--- src/rtl/nfsa_pkg.sv ---
package nfsa_pkg;

    // Pool geometry
    localparam int SLOTS   = 64;
    localparam int SLOT_IW = $clog2(SLOTS);

    // Widths of the transaction fields
    localparam int SLOT_W   = 6;
    localparam int STATUS_W = 2;

    // Request kinds
    localparam logic ACT_ALLOC = 1'b0;
    localparam logic ACT_FREE  = 1'b1;

    // Result codes
    localparam logic [STATUS_W-1:0] ST_OK           = 2'd0;
    localparam logic [STATUS_W-1:0] ST_FULL         = 2'd1;
    localparam logic [STATUS_W-1:0] ST_ALREADY_FREE = 2'd2;

    // Free map read port
    typedef struct packed {
        logic               pool;
        logic [SLOT_IW-1:0] idx;
    } t_map_rd;

    // Free map write port: set marks the slot free, clear marks it used
    typedef struct packed {
        logic               en;
        logic               pool;
        logic [SLOT_IW-1:0] idx;
        logic               set;
    } t_map_wr;

    // Finished result handed to the output stage
    typedef struct packed {
        logic                valid;
        logic [SLOT_W-1:0]   granted;
        logic [STATUS_W-1:0] status;
    } t_res;

endpackage

--- src/rtl/next_fit_slot_allocator.sv ---
// Channel   Direction  Signals                       Contents
// request   in         i_s_tvalid/o_s_tready         tdata: slot_index; tuser: action, pool
// result    out        o_m_tvalid/i_m_tready         tdata: granted_slot, status
//
// Allocate examines k slots, k from 1 to 64: the free map has one bit read port
// and the sequencer examines one slot per cycle.
// Reset (i_rst_n low, synchronous) marks every slot of both pools free and sets
// the shared search pointer to slot 0. A stalled result sits in the output
// register while the next request is accepted; a second result waits in the
// sequencer until the output register empties.
module next_fit_slot_allocator (
    input  logic       i_clk,
    input  logic       i_rst_n,
    input  logic       i_s_tvalid,
    output logic       o_s_tready,
    input  logic [7:0] i_s_tdata,   // [5:0] slot_index, [7:6] zero
    input  logic [1:0] i_s_tuser,   // [0] action, [1] pool
    output logic       o_m_tvalid,
    input  logic       i_m_tready,
    output logic [7:0] o_m_tdata    // [5:0] granted_slot, [7:6] status
);
    import nfsa_pkg::*;

    t_map_rd rd;
    t_map_wr wr;
    t_res    res;
    logic    rd_free;
    logic    res_ready;

    logic       r_out_valid;
    logic [7:0] r_out_data;

    nfsa_map u_map (
        .i_clk   (i_clk),
        .i_rst_n (i_rst_n),
        .i_rd    (rd),
        .o_free  (rd_free),
        .i_wr    (wr)
    );

    nfsa_ctrl u_ctrl (
        .i_clk        (i_clk),
        .i_rst_n      (i_rst_n),
        .i_req_valid  (i_s_tvalid),
        .o_req_ready  (o_s_tready),
        .i_action     (i_s_tuser[0]),
        .i_pool       (i_s_tuser[1]),
        .i_slot_index (i_s_tdata[SLOT_W-1:0]),
        .o_rd         (rd),
        .i_rd_free    (rd_free),
        .o_wr         (wr),
        .o_res        (res),
        .i_res_ready  (res_ready)
    );

    // Output register takes a result when empty or being drained
    assign res_ready = !r_out_valid || i_m_tready;

    always_ff @(posedge i_clk) begin
        if (!i_rst_n) begin
            r_out_valid <= 1'b0;
        end else if (res_ready) begin
            r_out_valid <= res.valid;
        end
    end

    always_ff @(posedge i_clk) begin
        if (res.valid && res_ready) begin
            r_out_data <= {res.status, res.granted};
        end
    end

    assign o_m_tvalid = r_out_valid;
    assign o_m_tdata  = r_out_data;

endmodule

--- src/rtl/nfsa_map.sv ---
module nfsa_map (
    input  logic             i_clk,
    input  logic             i_rst_n,
    input  nfsa_pkg::t_map_rd i_rd,
    output logic             o_free,
    input  nfsa_pkg::t_map_wr i_wr
);
    import nfsa_pkg::*;

    // One free bit per slot and pool, 1 = free
    logic [SLOTS-1:0] r_free [2];

    // Clear to all free on reset, then apply single-bit updates
    always_ff @(posedge i_clk) begin
        if (!i_rst_n) begin
            r_free[0] <= '1;
            r_free[1] <= '1;
        end else if (i_wr.en) begin
            r_free[i_wr.pool][i_wr.idx] <= i_wr.set;
        end
    end

    // Single bit read port used by the scan sequencer
    assign o_free = r_free[i_rd.pool][i_rd.idx];

endmodule

--- src/rtl/nfsa_ctrl.sv ---
module nfsa_ctrl (
    input  logic                          i_clk,
    input  logic                          i_rst_n,
    input  logic                          i_req_valid,
    output logic                          o_req_ready,
    input  logic                          i_action,
    input  logic                          i_pool,
    input  logic [nfsa_pkg::SLOT_W-1:0]   i_slot_index,
    output nfsa_pkg::t_map_rd             o_rd,
    input  logic                          i_rd_free,
    output nfsa_pkg::t_map_wr             o_wr,
    output nfsa_pkg::t_res                o_res,
    input  logic                          i_res_ready
);
    import nfsa_pkg::*;

    localparam logic [1:0] S_IDLE = 2'd0;
    localparam logic [1:0] S_SCAN = 2'd1;
    localparam logic [1:0] S_FREE = 2'd2;
    localparam logic [1:0] S_PUSH = 2'd3;

    localparam logic [SLOT_IW-1:0] LAST_SLOT = SLOT_IW'(SLOTS - 1);

    logic [1:0]          r_state,   n_state;
    logic                r_pool,    n_pool;
    logic [SLOT_IW-1:0]  r_idx,     n_idx;
    logic                r_idx_ok,  n_idx_ok;
    logic [SLOT_IW-1:0]  r_ptr,     n_ptr;
    logic [SLOT_IW-1:0]  r_cur,     n_cur;
    logic [SLOT_IW-1:0]  r_cnt,     n_cnt;
    logic [SLOT_W-1:0]   r_granted, n_granted;
    logic [STATUS_W-1:0] r_status,  n_status;

    // Sequencer: one slot examined per cycle while scanning
    always_comb begin
        n_state   = r_state;
        n_pool    = r_pool;
        n_idx     = r_idx;
        n_idx_ok  = r_idx_ok;
        n_ptr     = r_ptr;
        n_cur     = r_cur;
        n_cnt     = r_cnt;
        n_granted = r_granted;
        n_status  = r_status;
        o_wr.en   = 1'b0;
        o_wr.pool = r_pool;
        o_wr.idx  = r_idx;
        o_wr.set  = 1'b1;

        case (r_state)
            S_IDLE: begin
                if (i_req_valid) begin
                    n_pool   = i_pool;
                    n_idx    = SLOT_IW'(i_slot_index);
                    n_idx_ok = 32'(i_slot_index) < SLOTS;
                    n_cur    = r_ptr;
                    n_cnt    = '0;
                    n_state  = (i_action == ACT_FREE) ? S_FREE : S_SCAN;
                end
            end
            S_SCAN: begin
                if (i_rd_free) begin
                    // Claim the slot and move the shared pointer onto it
                    o_wr.en   = 1'b1;
                    o_wr.idx  = r_cur;
                    o_wr.set  = 1'b0;
                    n_ptr     = r_cur;
                    n_granted = SLOT_W'(r_cur);
                    n_status  = ST_OK;
                    n_state   = S_PUSH;
                end else if (r_cnt == LAST_SLOT) begin
                    n_granted = '0;
                    n_status  = ST_FULL;
                    n_state   = S_PUSH;
                end else begin
                    n_cur = (r_cur == LAST_SLOT) ? '0 : r_cur + 1'b1;
                    n_cnt = r_cnt + 1'b1;
                end
            end
            S_FREE: begin
                n_granted = '0;
                if (!r_idx_ok || i_rd_free) begin
                    n_status = ST_ALREADY_FREE;
                end else begin
                    o_wr.en  = 1'b1;
                    n_status = ST_OK;
                end
                n_state = S_PUSH;
            end
            S_PUSH: begin
                if (i_res_ready) begin
                    n_state = S_IDLE;
                end
            end
            default: begin
                n_state = S_IDLE;
            end
        endcase
    end

    // Hold sequencer state
    always_ff @(posedge i_clk) begin
        if (!i_rst_n) begin
            r_state <= S_IDLE;
            r_ptr   <= '0;
        end else begin
            r_state <= n_state;
            r_ptr   <= n_ptr;
        end
    end

    // Hold request operands and the pending result
    always_ff @(posedge i_clk) begin
        r_pool    <= n_pool;
        r_idx     <= n_idx;
        r_idx_ok  <= n_idx_ok;
        r_cur     <= n_cur;
        r_cnt     <= n_cnt;
        r_granted <= n_granted;
        r_status  <= n_status;
    end

    assign o_req_ready = (r_state == S_IDLE);

    // Read the scanned slot, or the slot being freed
    assign o_rd.pool = r_pool;
    assign o_rd.idx  = (r_state == S_SCAN) ? r_cur : r_idx;

    assign o_res.valid   = (r_state == S_PUSH);
    assign o_res.granted = r_granted;
    assign o_res.status  = r_status;

endmodule

--- config.mk ---
export PLATFORM = sky130hd
export DESIGN_NAME = next_fit_slot_allocator
export DESIGN_NICKNAME = d
export VERILOG_FILES = /design/src/rtl/nfsa_pkg.sv /design/src/rtl/next_fit_slot_allocator.sv /design/src/rtl/nfsa_map.sv /design/src/rtl/nfsa_ctrl.sv
export SDC_FILE = /design/constraint.sdc
export NUM_CORES = 1
export LEC_CHECK = 0
export ABC_AREA = 1
export BUFFER_PORTS_ARGS = -buffer_cell sky130_fd_sc_hd__buf_2
export CAP_MARGIN = 20
export CORE_MARGIN = 2
export CORE_UTILIZATION = 63
export DETAILED_ROUTE_END_ITERATION = 16
export PLACE_DENSITY_LB_ADDON = 0.3
export SYNTH_ARGS = -nofsm -noshare
export SYNTH_HDL_FRONTEND = slang
export SYNTH_SLANG_ARGS = --single-unit
--- constraint.sdc ---
create_clock -name i_clk -period 4.06 [get_ports i_clk]
set_clock_uncertainty 0.15 [all_clocks]
set_input_delay 0.812 -clock i_clk [delete_from_list [all_inputs] [get_ports i_clk]]
set_output_delay 0.812 -clock i_clk [all_outputs]
set_load 0.01 [all_outputs]
==> results.tsv <==
metric	value	unit
CP Data Required Time	4.05	ns
fin crit period	3.829	ns
initial antenna violation count	0	
total gr overflow	0	
vias in the first global route	7847	
Total Neg Setup Slack	0	ns
Die ar.	0.01668	mm2
area leader, netlist	edfxtp_1	
average cell area after synthesis	8.520	um2
Mapped Area	0.009866	mm2
Area contributors post-synth	edfxtp_1 50%, nand2_1 13%, nand3_1 12%	
largest net degree at the start of global routing	93	
crit path kind	reg -> reg	
Worst Hold End	o_m_tdata[1]	
All-Layer GR Usage	29.89	%
post-layout util	71.14	%
number of H-tree levels	4	
WL/cell	18.06	um
reg-to-reg critical path endpoint	u_map.r_free[0][13]	
post-synthesis register bit count	173	
worst hold start	u_ctrl.r_granted[1]	
synth warn	0	
Ant. Diodes	0	
share of cells above drive strength 1	11.72	%
GP Congestion	0.8705	
Placed Area	0.01017	mm2
first-pass GRT wire length	38870	um
Reg-to-Reg Start	u_ctrl.r_state[1]	
top post-synthesis cells by count	348 x nand2_1, 243 x nand3_1, 163 x edfxtp_1	
Post-synth ARST share	0	%
Reg clk slew, reported paths	0.07	ns
Worst Setup Start Kind	flop	
Layout fillers	1149	
Max Cap Viol	0	
Port Buffers	21	
EDFF count, synth	163	
Final Hold Viols	0	
hpwl dp	13440	um
Final Cycle Share	94.32	%
CP endpoint kind	flop	
r2r setup slk	0.23	ns
via count	8399	
Max-slew headroom	34.74	%
Hold Buf Count CTS	0	
routed vias/inst	6.282	
post-synth top area share	49.61	%
Cells after Synth	1158	
NumNets Final	1133	
Hold Crit Depth	0	
CTS tree	yes	
router iterations before antenna repair	6	
Cell variety after synth	31	
FF-to-FF path depth	21	
initial core utilization	64.66	%
Worst EP arrival	3.82	ns
Power Density	662.2	mW/mm2
RSZ-0062 raised after global routing	no	
Detail Route Antenna Nets	0	
final wirelength	24150	um
maximum vdd ir drop	0.3858	mV
maximum clock path buffer count	2	
Synthesized Nets	1178	
row cnt	45	
Clock Latency Late Sink	0.44	ns
Setup violations, final	0	
core area	0.01526	mm2
CTS Sinks	173	
Peak Freq	261.2	MHz
Root Driver	clkbuf_16	
Hold/Removal Path Class	reg -> reg	
final slew viol count	0	
# IOs	24	
Final Cell Area	0.01085	mm2
Area Growth Syn to Fin	10.02	%
CP Max Fanout	32	
CTS buffer count	17	
Die Wd	129.1	um
post-synthesis sequential area ratio	51.64	%
drt initial violations	1140	
status	completed	
Slew @ Worst Pin	0.9789	ns
# DRC	0	
LEAKAGE	3.864	nW
die height	129.1	um
most frequent cell after synthesis	nand2_1	
Synth Flop Type	edfxtp_1	
area by class of cell:
class	instances	area (um2)	share of cell area (%)
clock buffers	18	429.2	3.954
clock inverters	14	191.4	1.764
inverters	43	170.2	1.568
multi-input cells	819	4005	36.90
flip-flops and latches	173	5096	46.95
well taps	211	264.0	2.432
repair buffers	59	698.2	6.432
registers in the layout, indices dropped and copies added (netlist names), named ones only:
name              flops
o_m_tdata             8
o_m_tvalid            1
u_ctrl.r_cnt          6
u_ctrl.r_cur          6
u_ctrl.r_granted      6
u_ctrl.r_idx          6
u_ctrl.r_pool         1
u_ctrl.r_ptr          6
u_ctrl.r_state        2
u_ctrl.r_status       2
u_map.r_free        128
power breakdown:
part	leakage [nW]	internal [W]	switching (W)	total [W]
registers	1.29	0.00219	0.000111	0.00230
logic	2.28	0.000885	0.00227	0.00315
clock network	0.293	0.00103	0.000702	0.00173
total	3.86	0.00411	0.00308	0.00719
timing repair:
action                     4_1_cts  5_1_grt
gates resized for setup          0        6
setup buffers                    0        2
setup endpoints to repair        0      153
hold endpoints to repair         0        0
logic make-up (layout without fill, tap and decap cells):
group	after synthesis	after routing	share of synthesized area, %
buffers and inverters	166	134	7.964
AO/OA/AOI/OAI	31	31	1.674
flip-flops	173	173	51.64
adder cells (fa/ha/maj)	6	6	0.7609
XOR/XNOR	3	3	0.2664
AND/OR/NAND/NOR	779	779	37.69
cells in the final DEF (no fill, tap or decap):
cell	count
buf_4	15
dfxtp_2	1
nand4_1	130
dfxtp_1	9
nor3_4	2
o21ai_1	3
nor2_1	27
nand2_4	4
clkbuf_1	1
or2_2	1
buf_12	23
ha_1	5
nand2_2	6
a211oi_1	2
nor3_1	1
and2_1	1
ha_4	1
clkinv_4	2
o21bai_1	2
clkinv_2	6
bufinv_16	4
xor2_1	3
inv_1	34
clkbuf_16	18
nand2_1	347
nand3_1	242
inv_2	5
nand3_4	1
buf_2	20
nor2_2	8
nor2_4	6
edfxtp_1	163
clkinvlp_4	4
nand3_2	3
a21oi_1	10
o21ai_0	14
inv_6	2
critical path, cell delays in order (launching register included):
cell      delay (ns)
dfxtp_1         0.37
inv_1           0.12
ha_4            0.21
clkinv_4        0.13
nand2_4         0.08
nand2_4         0.07
clkinv_2        0.30
nand3_1         0.22
nand3_1         0.14
nand3_1         0.12
nand3_1         0.11
nand3_2         0.11
nand2_4         0.11
nand2_4         0.18
nand2_1         0.07
nand2_1         0.18
inv_2           0.09
buf_4           0.15
nor2_2          0.16
buf_12          0.21
nand3_1         0.10
nand2_1         0.10
worst max-delay path by stage:
| stage | endpoint | slack (ns) | depth (start not counted) | start |
|---|---|---|---|---|
| 2_1_floorplan | u_map.r_free[0][31] | 0.99 | 20 | u_ctrl.r_state[1] |
| 3_3_place_gp | u_map.r_free[1][12] | 0.31 | 23 | u_ctrl.r_state[1] |
| 3_5_place_dp | u_map.r_free[1][34] | 0.21 | 21 | u_ctrl.r_state[1] |
| 4_1_cts | u_map.r_free[1][19] | 0.16 | 21 | u_ctrl.r_state[1] |
| 5_1_grt | u_map.r_free[1][4] | 0.01 | 23 | u_ctrl.r_state[1] |
| 6_report | u_map.r_free[0][13] | 0.23 | 21 | u_ctrl.r_state[1] |
layer usage:
layer | vias up | track usage (%) | wire, um
met1 | 3982 | 41.14 | 9465
li1 | 3965 | - | -
met3 | 37 | 5.945 | 2388
met5 | - | 0 | 0
met4 | 0 | 8.632 | 396
met2 | 415 | 48.76 | 11900
stage by stage:
step | total power, W | hold slack, ns | cells | worst slack [ns]
2_1_floorplan | 0.004463 | 0.2503 | 1158 | 0.9874
3_5_place_dp | 0.005338 | 0.2545 | 1302 | 0.2092
4_1_cts | 0.007068 | 0.2682 | 1334 | 0.1641
6_report | 0.007188 | 0.2693 | 1337 | 0.2308
3_3_place_gp | 0.005249 | 0.2514 | 1302 | 0.3133
5_1_grt | 0.007552 | 0.2865 | 1337 | 0.01383
Note: power is estimated with default switching activity, not from simulation.
